[src/design/lld_pkg.sv]
// ----------------------------------------------------------------------------
// Linked list deque package
// Shared constants and codes for the deque with key delete.
// ----------------------------------------------------------------------------
package lld_pkg;

  localparam int unsigned DefCapacity = 64;
  localparam int unsigned KeyW        = 32;

  // Request codes.
  localparam logic [2:0] REQ_INSERT  = 3'd0;
  localparam logic [2:0] REQ_DEL_KEY = 3'd1;
  localparam logic [2:0] REQ_DEL_FST = 3'd2;
  localparam logic [2:0] REQ_DEL_LST = 3'd3;
  localparam logic [2:0] REQ_DUMP    = 3'd4;

  // Status codes.
  localparam logic [2:0] ST_DONE  = 3'd0;
  localparam logic [2:0] ST_NOKEY = 3'd1;
  localparam logic [2:0] ST_EMPTY = 3'd2;
  localparam logic [2:0] ST_FULL  = 3'd3;
  localparam logic [2:0] ST_DUMP  = 3'd4;

endpackage

[src/design/lld_ram.sv]
// ----------------------------------------------------------------------------
// Generic RAM
// Single write port, single read port, read data registered.
// ----------------------------------------------------------------------------
module lld_ram #(
  parameter int unsigned Width = 8,
  parameter int unsigned Depth = 64
) (
  input  logic                     clk_i,
  input  logic                     we_i,
  input  logic [$clog2(Depth)-1:0] waddr_i,
  input  logic [Width-1:0]         wdata_i,
  input  logic [$clog2(Depth)-1:0] raddr_i,
  output logic [Width-1:0]         rdata_o
);

  logic [Width-1:0] mem_q [Depth];

  // Write and registered read.
  always_ff @(posedge clk_i) begin
    if (we_i) begin
      mem_q[waddr_i] <= wdata_i;
    end
    rdata_o <= mem_q[raddr_i];
  end

endmodule

[src/design/linked_list_deque_with_key_delete_unit.sv]
// ----------------------------------------------------------------------------
// Linked list deque with key delete
// Bounded doubly linked list of keys with links in RAM.
// ----------------------------------------------------------------------------
// Insert writes the new entry (S_FIND), then patches the old head (S_UNL2). Delete
// first/last reads the end entry (S_RD, S_CHK) and unlinks it (S_UNL, S_UNL2); delete by
// key reads and compares each entry from the head on until a match or the list ends. Full,
// empty and unused-code replies come straight from idle. A dump sends one beat per entry.
// One request at a time: input is ready again once the final beat is taken and it is idle.
// Reset clears the used map, head, tail and count; the RAMs hold no reset.
module linked_list_deque_with_key_delete_unit
  import lld_pkg::*;
#(
  parameter int unsigned CAPACITY = DefCapacity
) (
  input  logic        clk_i,
  input  logic        rst_ni,
  input  logic        s_tvalid_i,
  output logic        s_tready_o,
  input  logic [39:0] s_tdata_i,   // [2:0] req_type, [34:3] key
  output logic        m_tvalid_o,
  input  logic        m_tready_i,
  output logic [39:0] m_tdata_o,   // [2:0] status, [34:3] out_key
  output logic        m_tlast_o
);

  localparam int unsigned IdxW = (CAPACITY > 1) ? $clog2(CAPACITY) : 1;
  localparam int unsigned CntW = $clog2(CAPACITY + 1);

  typedef enum logic [7:0] {
    S_IDLE = 8'b0000_0001,
    S_FIND = 8'b0000_0010,
    S_RD   = 8'b0000_0100,
    S_CHK  = 8'b0000_1000,
    S_UNL  = 8'b0001_0000,
    S_UNL2 = 8'b0010_0000,
    S_OUT  = 8'b0100_0000,
    S_DRD  = 8'b1000_0000
  } state_e;

  state_e            state_q, state_d;
  logic [CAPACITY-1:0] used_q, used_d;
  logic [IdxW-1:0]   head_q, head_d, tail_q, tail_d;
  logic [CntW-1:0]   cnt_q, cnt_d;
  logic [2:0]        req_q, req_d;
  logic [KeyW-1:0]   key_q, key_d;
  logic [IdxW-1:0]   cur_q, cur_d;
  logic [CntW-1:0]   iter_q, iter_d;
  logic [IdxW-1:0]   free_q, free_d;
  logic              obusy_q, obusy_d;
  logic [2:0]        ost_q, ost_d;
  logic [KeyW-1:0]   okey_q, okey_d;
  logic              olast_q, olast_d;

  // RAM ports.
  logic            k_we, n_we, p_we;
  logic [IdxW-1:0] k_wa, n_wa, p_wa, rd_a;
  logic [KeyW-1:0] k_wd, k_rd;
  logic [IdxW-1:0] n_wd, n_rd, p_wd, p_rd;

  lld_ram #(.Width(KeyW), .Depth(2**IdxW)) u_key (
    .clk_i, .we_i(k_we), .waddr_i(k_wa), .wdata_i(k_wd), .raddr_i(rd_a), .rdata_o(k_rd));
  lld_ram #(.Width(IdxW), .Depth(2**IdxW)) u_next (
    .clk_i, .we_i(n_we), .waddr_i(n_wa), .wdata_i(n_wd), .raddr_i(rd_a), .rdata_o(n_rd));
  lld_ram #(.Width(IdxW), .Depth(2**IdxW)) u_prev (
    .clk_i, .we_i(p_we), .waddr_i(p_wa), .wdata_i(p_wd), .raddr_i(rd_a), .rdata_o(p_rd));

  // Lowest free slot, searched over the used map.
  logic [IdxW-1:0] free_idx;
  always_comb begin
    free_idx = '0;
    for (int i = CAPACITY - 1; i >= 0; i--) begin
      if (!used_q[i]) free_idx = IdxW'(i);
    end
  end

  assign s_tready_o = (state_q == S_IDLE) && !obusy_q;
  assign m_tvalid_o = obusy_q;
  assign m_tdata_o  = {5'd0, okey_q, ost_q};
  assign m_tlast_o  = olast_q;

  logic s_acc;
  assign s_acc = s_tvalid_i && s_tready_o;

  // Control sequencer.
  always_comb begin
    state_d = state_q; used_d = used_q; head_d = head_q; tail_d = tail_q;
    cnt_d = cnt_q; req_d = req_q; key_d = key_q; cur_d = cur_q; iter_d = iter_q;
    free_d = free_q; obusy_d = obusy_q; ost_d = ost_q; okey_d = okey_q;
    olast_d = olast_q;
    k_we = 1'b0; n_we = 1'b0; p_we = 1'b0;
    k_wa = free_q; n_wa = free_q; p_wa = free_q;
    k_wd = key_q; n_wd = head_q; p_wd = free_q;
    rd_a = cur_q;
    if (obusy_q && m_tready_i) obusy_d = 1'b0;
    unique case (state_q)
      S_IDLE: begin
        if (s_acc) begin
          req_d = s_tdata_i[2:0];
          key_d = s_tdata_i[34:3];
          free_d = free_idx;
          iter_d = '0;
          ost_d = ST_DONE; okey_d = '0; olast_d = 1'b1;
          case (s_tdata_i[2:0])
            REQ_INSERT: begin
              if (cnt_q == CntW'(CAPACITY)) begin
                ost_d = ST_FULL; obusy_d = 1'b1;
              end else begin
                state_d = S_FIND;
              end
            end
            REQ_DEL_KEY, REQ_DEL_FST, REQ_DUMP: begin
              if (cnt_q == '0) begin
                ost_d = ST_EMPTY; obusy_d = 1'b1;
              end else begin
                cur_d = head_q; state_d = S_RD;
              end
            end
            REQ_DEL_LST: begin
              if (cnt_q == '0) begin
                ost_d = ST_EMPTY; obusy_d = 1'b1;
              end else begin
                cur_d = tail_q; state_d = S_RD;
              end
            end
            default: obusy_d = 1'b1;
          endcase
        end
      end
      // Insert: write the new entry and patch the old head.
      S_FIND: begin
        k_we = 1'b1; n_we = 1'b1; p_we = 1'b1;
        n_wd = (cnt_q == '0) ? free_q : head_q;
        used_d[free_q] = 1'b1;
        if (cnt_q == '0) tail_d = free_q;
        state_d = S_UNL2;
      end
      S_UNL2: begin
        if (req_q == REQ_INSERT) begin
          if (cnt_q != '0) begin
            p_we = 1'b1; p_wa = head_q; p_wd = free_q;
          end
          head_d = free_q; cnt_d = cnt_q + 1'b1;
          obusy_d = 1'b1; state_d = S_OUT;
        end else begin
          // Second half of unlink: prev link of the successor.
          if (cur_q != tail_q) begin
            p_we = 1'b1; p_wa = n_rd; p_wd = p_rd;
          end else begin
            tail_d = p_rd;
          end
          if (cur_q == head_q) head_d = n_rd;
          used_d[cur_q] = 1'b0;
          cnt_d = cnt_q - 1'b1;
          if (cnt_q == CntW'(1)) begin
            head_d = '0; tail_d = '0;
          end
          obusy_d = 1'b1; state_d = S_OUT;
        end
      end
      // Read latency cycle.
      S_RD: state_d = S_CHK;
      S_CHK: begin
        if (req_q == REQ_DUMP) begin
          if (!obusy_q) begin
            ost_d = ST_DUMP; okey_d = k_rd;
            olast_d = (iter_q == cnt_q - 1'b1);
            obusy_d = 1'b1;
            iter_d = iter_q + 1'b1;
            cur_d = n_rd;
            state_d = (iter_q == cnt_q - 1'b1) ? S_OUT : S_DRD;
          end
        end else if (req_q != REQ_DEL_KEY || k_rd == key_q) begin
          state_d = S_UNL;
        end else if (iter_q == cnt_q - 1'b1) begin
          ost_d = ST_NOKEY; obusy_d = 1'b1; state_d = S_OUT;
        end else begin
          iter_d = iter_q + 1'b1; cur_d = n_rd; state_d = S_RD;
        end
      end
      S_DRD: begin
        rd_a = cur_q; state_d = S_CHK;
      end
      // First half of unlink: next link of the predecessor.
      S_UNL: begin
        if (cur_q != head_q) begin
          n_we = 1'b1; n_wa = p_rd; n_wd = n_rd;
        end
        state_d = S_UNL2;
      end
      S_OUT: begin
        if (!obusy_q) state_d = S_IDLE;
      end
      default: state_d = S_IDLE;
    endcase
  end

  // RAM read address stays on cur so held read data stays valid.
  always_ff @(posedge clk_i or negedge rst_ni) begin
    if (!rst_ni) begin
      state_q <= S_IDLE; used_q <= '0; head_q <= '0; tail_q <= '0;
      cnt_q <= '0; obusy_q <= 1'b0;
    end else begin
      state_q <= state_d; used_q <= used_d; head_q <= head_d; tail_q <= tail_d;
      cnt_q <= cnt_d; obusy_q <= obusy_d;
    end
  end

  always_ff @(posedge clk_i) begin
    req_q <= req_d; key_q <= key_d; cur_q <= cur_d; iter_q <= iter_d;
    free_q <= free_d; ost_q <= ost_d; okey_q <= okey_d; olast_q <= olast_d;
  end

  // Checks.
  a_cnt_bound: assert property (@(posedge clk_i) disable iff (!rst_ni)
    cnt_q <= CntW'(CAPACITY)) else $error("count over capacity");
  a_cnt_used: assert property (@(posedge clk_i) disable iff (!rst_ni)
    (state_q == S_IDLE) |-> ($countones(used_q) == int'(cnt_q)))
    else $error("used map and count disagree");
  a_no_accept_busy: assert property (@(posedge clk_i) disable iff (!rst_ni)
    (state_q != S_IDLE) |-> !s_tready_o) else $error("accept while busy");

endmodule
[config.mk]
export PLATFORM = sky130hd
export DESIGN_NAME = linked_list_deque_with_key_delete_unit
export DESIGN_NICKNAME = d
export VERILOG_FILES = /design/src/design/lld_pkg.sv /design/src/design/lld_ram.sv /design/src/design/linked_list_deque_with_key_delete_unit.sv
export SDC_FILE = /design/constraint.sdc
export NUM_CORES = 2
export LEC_CHECK = 0
export BUFFER_PORTS_ARGS = -buffer_cell sky130_fd_sc_hd__buf_2
export CORE_MARGIN = 5
export CORE_UTILIZATION = 50
export CTS_CLUSTER_DIAMETER = 100
export DETAILED_ROUTE_END_ITERATION = 7
export PLACE_DENSITY_LB_ADDON = 0.08
export SYNTH_ARGS = -nofsm -noshare
export SYNTH_HDL_FRONTEND = slang
export SYNTH_HIERARCHICAL = 1
export SYNTH_SLANG_ARGS = --single-unit
[constraint.sdc]
create_clock -name clk_i -period 4.7 [get_ports clk_i]
set_input_delay 0.47 -clock clk_i [delete_from_list [all_inputs] [get_ports clk_i]]
set_output_delay 0.47 -clock clk_i [all_outputs]
set_load 0.02 [all_outputs]
Word level (Yosys, flattened, before mapping). Memories as Yosys holds them, arrays and structs flattened. A register that Yosys moved wholly into a read port is not among the register bits. Index checks and enable logic that the tools add are counted.

Register bits: 182. Memory bits (writable): 2816. Word-level logic and storage cells: 258. Memories: 3.

Memory list: u_key.mem_q (words 64, bits a word 32, read ports 1, clocked after Yosys merged registers in 1, wr ports 1, line lld_ram.sv:17) `logic [Width-1:0] mem_q [Depth];`; u_next.mem_q (words 64, bits a word 6, read ports 1, clocked after Yosys merged registers in 1, wr ports 1, line lld_ram.sv:17); u_prev.mem_q (words 64, bits a word 6, read ports 1, clocked after Yosys merged registers in 1, wr ports 1, line lld_ram.sv:17).

Add/subtract/negate cells: 3. $lt $le $gt $ge: 4. Equal/unequal tests: 38. Mux-type cells: 156. Bitwise logic cells: 3. Reductions and logical operators: 32.

Operators with widths (count): $mux W6 (57); $pmux W64 S2 (1); $mux W32 (3); $mux W5 (16); $and A64 B64 Y64 (1); $mux W64 (1); $not A64 Y64 (1); $or A64 B64 Y64 (1); $pmux W32 S2 (1); $mux W7 (8); $mux W8 (7); $pmux W6 S2 (4); $pmux W8 S6 (1); $eq A32 B32 Y1 (1); $mux W4 (8); $reduce_and A32 Y1 (1); $mux W3 (9); $ne A3 B3 Y1 const B (9); $mux W1 (25); $pmux W8 S2 (1); $reduce_and A16 Y1 (1); $reduce_and A8 Y1 (2); $add A7 B1 Y7 const B (2); $lt A6 B7 Y1 const B (2); 43 further kinds (73).

Longest topological paths before layout.
Word-level depth: 63. Depth in mapped cells: 12. Depth with buffers taken out: 10.

Modules after synthesis. The synthesis kept the hierarchy.

By module, submodules not included: lld_ram (u_key) (instances 1, cells each 3511, area each 79039.6 um^2, sequential area each 62139.6 um^2); lld_ram (u_next ...) (instances 2, cells each 720, area each 15225.9 um^2, sequential area each 11651.2 um^2); linked_list_deque_with_key_delete_unit (instances 1, cells each 924, area each 9474.1 um^2, sequential area each 5006.1 um^2).

Least setup slack after synthesis. OpenSTA, ideal clock, no wires.

Path type: flip-flop to flip-flop. Start: register cur_q[4]. End: memory u_next/mem_q[0][2] in the netlist's numbering (data pin). Data arrival time: 4429 ps. Data required time: 3998 ps. Setup slack: -430 ps. Cell stages (with the launch flop): 8. Clock period less this slack: 5130 ps. Path through: edfxtp_1 > clkbuf_1 > xor2_1 > nor4_1 > a211oi_1 > or2_2 > a21boi_2 > o21ai_0.

Word-level cells in the longest chain between the ends: 3.

Ends and longest elaborated chain: start: declaration (line linked_list_deque_with_key_delete_unit.sv:47) `logic [IdxW-1:0] cur_q, cur_d;`; start signal: assignment (line linked_list_deque_with_key_delete_unit.sv:210) `req_q <= req_d; key_q <= key_d; cur_q <= cur_d; iter_q <= iter_d;`; $ne A6 B6 Y1 (line linked_list_deque_with_key_delete_unit.sv:186) `if (cur_q != head_q) begin`; $mux W6 (line linked_list_deque_with_key_delete_unit.sv:186); $pmux W6 S2 (line linked_list_deque_with_key_delete_unit.sv:96) `unique case (state_q)`; net n_wd[2] (line linked_list_deque_with_key_delete_unit.sv:59) `logic [IdxW-1:0] n_wd, n_rd, p_wd, p_rd;`; end: declaration (line lld_ram.sv:17).

The timed path passes the listed nets, and every way through them passes these cells.

Final worst setup path.
Start: register cnt_q[2]. End: memory u_prev/mem_q[35][2] in the netlist's numbering (enable).

Elaborated cells on any way between the ends: 9. Those cells by class: 8 x mux; 1 x reduce/logical.

RTL lines: start: declaration (line linked_list_deque_with_key_delete_unit.sv:44) `logic [CntW-1:0] cnt_q, cnt_d;`; start signal: assignment (line linked_list_deque_with_key_delete_unit.sv:205) `cnt_q <= cnt_d; obusy_q <= obusy_d;`; $reduce_bool A7 Y1 (line linked_list_deque_with_key_delete_unit.sv:140) `if (cnt_q != '0) begin`; $mux W6 (line linked_list_deque_with_key_delete_unit.sv:140); $mux W6 (line linked_list_deque_with_key_delete_unit.sv:139) `if (req_q == REQ_INSERT) begin`; $mux W6 (line linked_list_deque_with_key_delete_unit.sv:96); net p_wa[5] (line linked_list_deque_with_key_delete_unit.sv:57) `logic [IdxW-1:0] k_wa, n_wa, p_wa, rd_a;`; end: declaration (line lld_ram.sv:17).

The timed path passes the listed nets, and every way through them passes these cells.

==> summary.md <==
| Metric | Value |
|---|---|
| Main synth FF type | edfxtp_1 |
| Minimum clock period | between 4000 and 5000 ps |
| Seq/Total Area, Yosys | between 70% and 80% |
| Setup TNS | 0 ps |
| # fillers | around 18000 |
| Worst Tran Pin Value | 1300 ps |
| Vias | around 61000 |
| Final hold viol count | 0 |
| Hold crit path type | in -> async |
| I/O Buffers | between 70 and 80 |
| #FFs+latches synth | a little over 3000 |
| First-pass GRT wire length | about 450 mm |
| Worst Setup Slack, final | 554 ps |
| Largest net degree at the start of global routing | 115 |
| Row cnt | roughly 180 |
| DP HPWL | between 150 and 200 mm |
| WHS | between 150 and 200 ps |
| Max-slew headroom | approximately an eighth |
| DRC | 0 |
| Avg Cell Area, Syn | roughly 20 sq um |
| Detail Route Antenna Nets | 0 |
| Worst Setup EP | u_prev/mem_q[35][2] |
| Post-Syn Area | 119000 sq um |
| Crit end category | flop |
| Hold-fix buffers, CTS | 38 |
| Fmax | 241 MHz |
| TritonCTS buffer count | 329 |
| Post-CTS Setup Inserts | 0 |
| Clk root buf | clkbuf_16 |
| Post-Syn Instances | ~5900 |
| Io pins | between 80 and 90 |
| RR Endpoint | u_prev/mem_q[35][2] |
| Most frequent cells in the layout | edfxtp_1, mux4_2, clkbuf_16, buf_4, mux2i_1 |
| Commonest non-fill, non-tap cell in the layout | edfxtp_1 |
| EDFF count, synth | a little under 3000 |
| CP Launch Type | flop |
| Clock skew | approximately 45 ps |
| Post-synth ARST share | under 10% |
| Die Ht | 498 um |
| Leading area contributor after synthesis | edfxtp_1 |
| Critical path launch point | cnt_q[2] |
| WL/cell | between 30 and 40 um |
| Number of global-route vias before repair | about 60000 |
| Vias per cell | approximately 6.3 |
| Share of cells above drive strength 1 | ~24% |
| Die Outline Area | 248000 sq um |
| CP required | between 5000 and 6000 ps |
| Pwr/cell area | about 500 nW/um^2 |
| Area growth from synthesis to layout | 13.6% |
| Die width | roughly 500 um |
| Clk_lat worst skew | 950 ps |
| CP arrival | 4690 ps |
| Iter 0 DRT Violations | 7414 |
| Pre-CTS setup slack | between 600 and 700 ps |
| Status | finished, final reports clean |
| Initial Util | 50.1% |
| Final nets | roughly 6300 |
| WS Path Type | reg -> reg |
| # clock sinks | 3042 |
| Standby leakage power | 44.3 nW |
| Reg2Reg Setup Slack | roughly 550 ps |
| Max Cap Viol | 0 |
| Reg area | 90400 sq um |
| Post-CTS Resized | 0 |
| Final setup fails | 0 |
| Area of the core | around 240000 sq um |
| CTS tree | done |
| Htree depth | 5 |
| Synth cell types | 84 |
| Clock slew at reported path FFs | 60 ps |
| Post-synth top area share | about three quarters |
| Worst Path Max Fanout | 9 |
| RSZ-0062 raised after global routing | false |
| First-pass DRT Iterations | 5 |
| Area contributors post-synth | edfxtp_1, mux4_2, dfrtp_1 |
| Worst vdd ir | ~330 uV |
| Initial antenna violation count | 19 |
| Routed WL | ~310 mm |
| Global Route Usage Sum | between 20 and 30% |
| Area of the multi-input gates | approximately 27000 sq um |
| Synth warn | 6 |
| GP Congestion | roughly 0.86 |
| R2R depth | 10 |
| Period utilization | approximately nine tenths |
| Max Buffers Root-to-Sink | 4 |
| Fin. max-slew vios | 0 |
| Critical R2R Launch | cnt_q[2] |
| Grt total ovfl | 0 |
==> logic make-up (layout without fill, tap and decap cells) <==
kind of cell	Yosys count	count (layout)	share of synthesized area, %
multiplexers	899	899	14.3
adder cells (fa/ha/maj)	5	5	0.0526
buffers and inverters	349	985	1.73
AND/OR/NAND/NOR	781	781	3.28
flip-flops	3042	3042	76.0
AO/OA/AOI/OAI	728	728	4.10
other	1	12	0.00315
XOR/XNOR	70	70	0.515
==> how the worst min path moves through the flow <==
stage | start | endpoint | slack, ps | cells past startpoint
floorplan | rst_ni | cnt_q[0] | 170 | 0
global placement | used_q[9] | used_q[9] | 510 | 2
detailed placement | used_q[11] | used_q[11] | 540 | 2
CTS | rst_ni | cnt_q[5] | 140 | 2
global route | s_tdata_i[27] | k_wd[24] | 200 | 2
finish | rst_ni | cnt_q[5] | 170 | 2
==> final cells by class <==
class	count	area share, %
antenna	7	0.0130
clock buffer	422	6.66
clock inverter	145	0.956
inverter	26	0.0741
multi-input combinational	2488	20.0
sequential	3042	66.9
tap	3167	2.93
timing repair buffer	392	2.41
==> routing by layer <==
metal	wire (um)	global-route usage, %	share of wire [%]
met5	13	0	0.0041
met3	27500	5.04	8.8
met1	134000	37.8	43
met2	144000	38.0	46
met4	8070	6.61	2.6
==> cells in the mapped netlist (all sizes together) (8+ instances only) <==
| cell type | n |
|---|---|
| a211oi | 37 |
| mux4 | 632 |
| and3 | 14 |
| xnor2 | 46 |
| a31oi | 29 |
| nor2b | 43 |
| o22ai | 75 |
| dfrtp | 91 |
| a311o | 12 |
| nor3 | 37 |
| mux2i | 225 |
| xor2 | 24 |
| and2 | 40 |
| inv | 25 |
| o21ai | 208 |
| buf | 190 |
| nand2 | 116 |
| edfxtp | 2906 |
| or3b | 10 |
| mux2 | 42 |
| o211ai | 20 |
| nand3b | 19 |
| nand3 | 105 |
| and4 | 8 |
| a21oi | 68 |
| nand2b | 30 |
| or3 | 14 |
| or2 | 18 |
| a211o | 10 |
| nand4 | 33 |
| o22a | 24 |
| o221ai | 34 |
| dfxtp | 44 |
| clkbuf | 133 |
| a22o | 18 |
| a22oi | 143 |
| nor2 | 271 |
| a221oi | 13 |
==> power breakdown <==
part / internal, mW / leakage [nW] / switching [mW]
Clock: 14.7 / 5.04 / 10.1
Sequential: 31.4 / 28.4 / 0.568
Combinational: 3.27 / 10.8 / 6.64
==> critical path: stages (launching register included) <==
cell	delay, ps
dfrtp_1	460
nor4_1	360
buf_4	180
and2_1	210
nor2b_1	160
buf_4	170
mux2_2	160
o22ai_1	90
a21oi_1	860
or3b_2	620
nor2_1	480
==> metrics by stage <==
step           cell area (sq um)  utilization, %  power, mW  instances
3_5_place_dp              124000            52.4       42.5       9077
4_1_cts                   135000            56.9       67.2       9682
3_3_place_gp              124000            52.4       42.3       9077
6_report                  135000            56.9       66.7       9689
2_1_floorplan             119000               -       38.3       5879
5_1_grt                   135000            56.9       69.0       9685
==> flip-flops by register name, summed over array words and instances (netlist names), 3 cells and up <==
signal          cells
k_wd               32
req_q               3
u_prev/rdata_o      6
ost_q               3
iter_q              7
state_q             8
head_q              6
cur_q               6
okey_q             32
u_key/mem_q      2048
cnt_q               7
u_prev/mem_q      384
u_key/rdata_o      32
u_next/rdata_o      6
tail_q              6
u_next/mem_q      384
used_q             64
free_q              6
Power figures use the tool's default switching activity.
